File: src/hw/rtl/cutc_pkg.sv
// Shared constants, a type and a table function for the calendar to Unix seconds converter.
// No dependencies.
`default_nettype none

package cutc_pkg;

  localparam int unsigned YearW    = 12;
  localparam int unsigned MonthW   = 4;
  localparam int unsigned DayW     = 5;
  localparam int unsigned HourW    = 5;
  localparam int unsigned MinuteW  = 6;
  localparam int unsigned SecondW  = 6;
  localparam int unsigned SecsW    = 32;
  localparam int unsigned Q100W    = 6;

  localparam logic [HourW-1:0] UtcOffsetReset = 5'd9;

  localparam logic [YearW-1:0] EpochYear   = 12'd1970;
  localparam logic [11:0]      LeapsTo1969 = 12'd477;

  // floor(n / 100) for n below 4096 equals (n * Recip100) >> Recip100Shift.
  localparam logic [12:0]      Recip100      = 13'd5243;
  localparam int unsigned      Recip100Shift = 19;

  localparam logic [MonthW-1:0] FebruaryDone = 4'd2;
  localparam logic [MonthW-1:0] AllMonths    = 4'd12;

  typedef struct packed {
    logic ld1;
    logic ld2;
  } cutc_adv_t;

  function automatic logic [8:0] days_before_month(input logic [MonthW-1:0] whole_months);
    logic [8:0] d;
    case (whole_months)
      4'd0:    d = 9'd0;
      4'd1:    d = 9'd31;
      4'd2:    d = 9'd59;
      4'd3:    d = 9'd90;
      4'd4:    d = 9'd120;
      4'd5:    d = 9'd151;
      4'd6:    d = 9'd181;
      4'd7:    d = 9'd212;
      4'd8:    d = 9'd243;
      4'd9:    d = 9'd273;
      4'd10:   d = 9'd304;
      4'd11:   d = 9'd334;
      default: d = 9'd365;
    endcase
    return d;
  endfunction

endpackage

`default_nettype wire

File: src/hw/rtl/calendar_to_unix_seconds.sv
// Throughput: one item per cycle while the output is not stalled; five register stages
// (year quotients, day count, hours, minutes, seconds), each with its own valid bit, so
// bubbles close up under stall.
// Reset: synchronous, clears all valid bits and sets the UTC offset to nine hours.
// Top level of the calendar to Unix seconds converter; depends on cutc_pkg, cutc_day_count.
`default_nettype none

module calendar_to_unix_seconds
  import cutc_pkg::*;
(
  input  wire logic                 clk,
  input  wire logic                 rst,
  input  wire logic                 utc_offset_we,
  input  wire logic [HourW-1:0]     utc_offset_hours,
  input  wire logic                 item_valid,
  output logic                      item_stall,
  input  wire logic [YearW-1:0]     year,
  input  wire logic [MonthW-1:0]    month,
  input  wire logic [DayW-1:0]      day_of_month,
  input  wire logic [HourW-1:0]     hour,
  input  wire logic [MinuteW-1:0]   minute,
  input  wire logic [SecondW-1:0]   second,
  output logic                      result_valid,
  input  wire logic                 result_stall,
  output logic      [SecsW-1:0]     unix_seconds
);

  logic [HourW-1:0]   utc_offset;
  logic [4:0]         valid;
  logic [4:0]         ready;
  cutc_adv_t          adv;

  logic [SecsW-1:0]   days;
  logic [HourW-1:0]   hour2;
  logic [MinuteW-1:0] minute2;
  logic [SecondW-1:0] second2;

  logic [SecsW-1:0]   hours;
  logic [MinuteW-1:0] minute3;
  logic [SecondW-1:0] second3;
  logic [SecsW-1:0]   minutes;
  logic [SecondW-1:0] second4;
  logic [SecsW-1:0]   total;

  always_comb begin
    ready[4] = !valid[4] || !result_stall;
    ready[3] = !valid[3] || ready[4];
    ready[2] = !valid[2] || ready[3];
    ready[1] = !valid[1] || ready[2];
    ready[0] = !valid[0] || ready[1];
    adv.ld1  = ready[0];
    adv.ld2  = ready[1];
  end

  assign item_stall   = !ready[0];
  assign result_valid = valid[4];
  assign unix_seconds = total;

  always_ff @(posedge clk) begin
    if (rst) begin
      utc_offset <= UtcOffsetReset;
      valid      <= '0;
    end else begin
      if (utc_offset_we) begin
        utc_offset <= utc_offset_hours;
      end
      if (ready[0]) valid[0] <= item_valid;
      if (ready[1]) valid[1] <= valid[0];
      if (ready[2]) valid[2] <= valid[1];
      if (ready[3]) valid[3] <= valid[2];
      if (ready[4]) valid[4] <= valid[3];
    end
  end

  cutc_day_count u_day_count (
    .clk          (clk),
    .adv          (adv),
    .year         (year),
    .month        (month),
    .day_of_month (day_of_month),
    .hour         (hour),
    .minute       (minute),
    .second       (second),
    .days         (days),
    .hour_q       (hour2),
    .minute_q     (minute2),
    .second_q     (second2)
  );

  always_ff @(posedge clk) begin
    if (ready[2]) begin
      hours   <= days * 32'd24 + 32'(hour2) - 32'(utc_offset);
      minute3 <= minute2;
      second3 <= second2;
    end
    if (ready[3]) begin
      minutes <= hours * 32'd60 + 32'(minute3);
      second4 <= second3;
    end
    if (ready[4]) begin
      total <= minutes * 32'd60 + 32'(second4);
    end
  end

endmodule

`default_nettype wire

File: src/hw/rtl/cutc_day_count.sv
// Day count since the epoch: first two pipeline stages of the converter.
// Depends on cutc_pkg.
`default_nettype none

module cutc_day_count
  import cutc_pkg::*;
(
  input  wire logic                 clk,
  input  wire cutc_adv_t            adv,
  input  wire logic [YearW-1:0]     year,
  input  wire logic [MonthW-1:0]    month,
  input  wire logic [DayW-1:0]      day_of_month,
  input  wire logic [HourW-1:0]     hour,
  input  wire logic [MinuteW-1:0]   minute,
  input  wire logic [SecondW-1:0]   second,
  output logic      [SecsW-1:0]     days,
  output logic      [HourW-1:0]     hour_q,
  output logic      [MinuteW-1:0]   minute_q,
  output logic      [SecondW-1:0]   second_q
);

  logic [YearW-1:0]    year1;
  logic [MonthW-1:0]   month1;
  logic [DayW-1:0]     day1;
  logic [HourW-1:0]    hour1;
  logic [MinuteW-1:0]  minute1;
  logic [SecondW-1:0]  second1;
  logic [Q100W-1:0]    q100_y;
  logic [Q100W-1:0]    q100_p;

  logic [YearW-1:0]    prev_year;
  logic [24:0]         prod_y;
  logic [24:0]         prod_p;

  logic [YearW-1:0]    prev_year1;
  logic [11:0]         leaps;
  logic [YearW-1:0]    year_span;
  logic [SecsW-1:0]    year_days;
  logic [MonthW-1:0]   whole_months;
  logic                by_100;
  logic                leap;
  logic [SecsW-1:0]    days_next;

  always_comb begin
    prev_year = year - 12'd1;
    prod_y    = 25'(year) * 25'(Recip100);
    prod_p    = 25'(prev_year) * 25'(Recip100);
  end

  always_ff @(posedge clk) begin
    if (adv.ld1) begin
      year1   <= year;
      month1  <= month;
      day1    <= day_of_month;
      hour1   <= hour;
      minute1 <= minute;
      second1 <= second;
      q100_y  <= prod_y[Recip100Shift +: Q100W];
      q100_p  <= prod_p[Recip100Shift +: Q100W];
    end
  end

  always_comb begin
    prev_year1 = year1 - 12'd1;
    leaps      = 12'(prev_year1 >> 2) - 12'(q100_p) + 12'(q100_p >> 2);
    year_span  = year1 - EpochYear;
    if (year1 > EpochYear) begin
      year_days = 32'(year_span) * 32'd365 + 32'(leaps) - 32'(LeapsTo1969);
    end else begin
      year_days = '0;
    end

    if (month1 == '0) begin
      whole_months = '0;
    end else if (month1 > AllMonths) begin
      whole_months = AllMonths;
    end else begin
      whole_months = month1 - 4'd1;
    end

    by_100 = (year1 == 12'(12'(q100_y) * 12'd100));
    leap   = (year1[1:0] == 2'd0) && (!by_100 || q100_y[1:0] == 2'd0);

    days_next = year_days + 32'(days_before_month(whole_months))
              + 32'(leap && whole_months >= FebruaryDone)
              + 32'(day1) - 32'd1;
  end

  always_ff @(posedge clk) begin
    if (adv.ld2) begin
      days     <= days_next;
      hour_q   <= hour1;
      minute_q <= minute1;
      second_q <= second1;
    end
  end

endmodule

`default_nettype wire

File: config.mk
export PLATFORM = sky130hd
export DESIGN_NAME = calendar_to_unix_seconds
export DESIGN_NICKNAME = d
export VERILOG_FILES = /design/src/hw/rtl/cutc_pkg.sv /design/src/hw/rtl/calendar_to_unix_seconds.sv /design/src/hw/rtl/cutc_day_count.sv
export SDC_FILE = /design/constraint.sdc
export NUM_CORES = 1
export LEC_CHECK = 0
export BUFFER_PORTS_ARGS = -buffer_cell sky130_fd_sc_hd__buf_2
export CORE_MARGIN = 2
export CORE_UTILIZATION = 64
export DETAILED_ROUTE_END_ITERATION = 6
export GPL_ROUTABILITY_DRIVEN = 0
export GPL_TIMING_DRIVEN = 0
export PLACE_DENSITY = 0.82
export SYNTH_ARGS = -nofsm -noshare
export SYNTH_HDL_FRONTEND = slang
export SYNTH_SLANG_ARGS = --single-unit
File: constraint.sdc
create_clock -name clk -period 15.4 [get_ports clk]
set_input_delay 1.54 -clock clk [delete_from_list [all_inputs] [get_ports clk]]
set_output_delay 1.54 -clock clk [all_outputs]
set_load 0.02 [all_outputs]
==> results.cfg <==
[synth]
yosys_warnings = 0
synth.cell_area_um2 = 26800
synth.most_common_cell = ha_1
synth_area_leaders = edfxtp_1 (22%), ha_1 (20%), fa_1 (19%), xnor2_1 (6.3%), inv_1 (5.5%)
synth-seq-cells = 210
yosysTopAreaCellShare_pct = 22.4
syn-num-nets = 3362
synthArstFlopShare_pct = 0
yosysSeqAreaShare_pct = 23.1
syn_avg_cell_area_um2 = 10.2
synth_area_leader_cell = edfxtp_1
synth_cell_types = 77
netlist_instances = 2625
ys.flop_type = edfxtp_1
synth_edf_count = 200
synth_common_cells = ha_1 (436), inv_1 (391), fa_1 (253)

[clocking]
cts.repair.resized = 0
cts_tree = yes
cts_root_buf = clkbuf_16
path_clk_slew_ns = 0.06
clk_latency_ns = 0.57
cts.sinks = 210
cts_buffers = 27
clockBufferDepth = 3
postCtsHoldBufs = 0
cts_setup_buffers = 0
htree_levels = 1

[floorplan]
start_util_pct = 64.4
die_w_um = 209
fp.coreArea_um2 = 41700
rows = 75
die_h_um = 209
pin_count = 82
dieArea_um2 = 43600

[critical_path]
crit_arrival_ns = 9.65
startpoint_type = register
cp-end-kind = register
slowest_delay_ns = 0.59
crit_fanout = 8
path_common_cell = ha_1
r2r_end = u_day_count.days[24]
r2r-start = u_day_count.year1[1]
slowest_stage = o41ai_2
cp_data_required_time_ns = 15.68
rr_worst_depth = 28
reg2reg_slack_ns = 6.03
worstSetupPathType = reg2reg

[min_path]
hold_depth = 0
min_from = u_day_count.hour1[3]
hold_class = reg2reg
hold_end = u_day_count.hour_q[3]

[cells_and_area]
final_cell_area_um2 = 28900
drive_gt1_share_pct = 5.73
final_util_pct = 69.3
final_nets = 3475
area_growth_pct = 7.55

[global_routing]
grt_pass1_wl_um = 90400
antenna_found_initial = 0
grt_max_degree = 41
grt_usage_pct = 24.7
grt.overflow.total = 0
grt_pass1_vias = 20196

[detailed_routing]
route.detailed.drc = 0
drtIter0Drc = 1142
first_pass_iters = 5
wl_per_cell_um = 15.9
ant_nets = 0
vias = 19121
drt-total-wl_um = 52300
vias_per_cell = 5.80

[sta]
post-route-period-util_pct = 60.8
fin_setup_tns_ns = 0
worst_pin_slew_ns = 1.35
hold_violations = 0
setup_violations = 0
slew_headroom_pct = 9.99
fin_crit_ns = 9.37
clock.fmax_ghz = 0.107
slew_viol_final = 0
rsz0062_at_grt = false
fin_skew_ns = 0.0210

[run_status]
status = finished, final reports clean

[job]
max_cap_violations = 0

[placed_design]
dpl_cell_area_um2 = 28000
port-buffer-count = 79
dpl.hpwl_um = 43000
## registers in the layout, indices dropped and copies added (netlist names), 6 cells and up
name,count
minutes,30
unix_seconds,32
second4,6
minute3,6
u_day_count.second_q,6
u_day_count.q100_p,6
hours,28
u_day_count.days,25
u_day_count.q100_y,6
second3,6
u_day_count.year1,12
u_day_count.second1,6
u_day_count.minute_q,6
u_day_count.minute1,6
## layout make-up
class	count	area [um2]
flip-flops and latches	210	6210
plain buffers	31	118
clock inverters	17	156
multi-input cells	1993	19000
fillers	2982	12800
inverters	391	1470
diodes	1	2.50
repair buffers	84	488
clock buffers	33	698
well taps	539	674
## cells in the final DEF (no fill, tap or decap), drive strengths merged, types with 63 or more instances in the layout
| cell type | n |
|---|---|
| clkbuf | 63 |
| fa | 253 |
| a21oi | 125 |
| ha | 436 |
| o21ai | 73 |
| xnor2 | 193 |
| edfxtp | 200 |
| a21o | 80 |
| inv | 394 |
| xor2 | 77 |
| nor2 | 128 |
| nand2 | 119 |
| buf | 85 |
## per-layer routing
layer | vias to the layer above | global-route usage (%) | part of all wire [%]
li1 | 9332 | - | -
met1 | 9249 | 28.2 | 40
met2 | 439 | 48.0 | 54
met3 | 101 | 2.81 | 3.7
met4 | 0 | 7.81 | 2.7
met5 | - | 0 | 0
## cell families after synthesis
group	share of synthesized area, %
compound gates	11.4
xor+xnor	9.07
fa+ha+maj	39.2
buf+inv	5.91
flops	23.1
mux	0.774
simple gates	10.4
## how the worst max path moves through the flow
stage	start	slack [ns]	to	depth (start not counted)
3_3_place_gp	u_day_count.year1[1]	6.35	u_day_count.days[24]	28
3_5_place_dp	u_day_count.year1[1]	6.12	u_day_count.days[24]	29
6_report	u_day_count.year1[1]	6.03	u_day_count.days[24]	28
2_1_floorplan	u_day_count.year1[1]	7.18	u_day_count.days[24]	29
4_1_cts	u_day_count.year1[1]	6.05	u_day_count.days[24]	29
5_1_grt	u_day_count.year1[1]	5.39	u_day_count.days[24]	33
## per-stage QoR
stage / instances / setup slack (ns) / hold slack (ns)
floorplan: 2625 / 7.18 / 0.400
global placement: 3243 / 6.35 / 0.404
detailed placement: 3247 / 6.12 / 0.405
CTS: 3297 / 6.05 / 0.397
global route: 3298 / 5.39 / 0.400
finish: 3299 / 6.03 / 0.402
## worst max-delay path, delay by kind of cell, from the launching register on
kind,cells,cell delay [ns]
XOR/XNOR,3,0.90
AND/OR/NAND/NOR,7,1.76
buffers and inverters,4,0.68
flip-flops,1,0.51
adder cells (fa/ha/maj),9,3.60
AO/OA/AOI/OAI,4,1.28
multiplexers,1,0.37
Power is left out: the tool's default activity adds up to more than one toggle a clock period on the data nets, which glitch-free logic cannot reach.
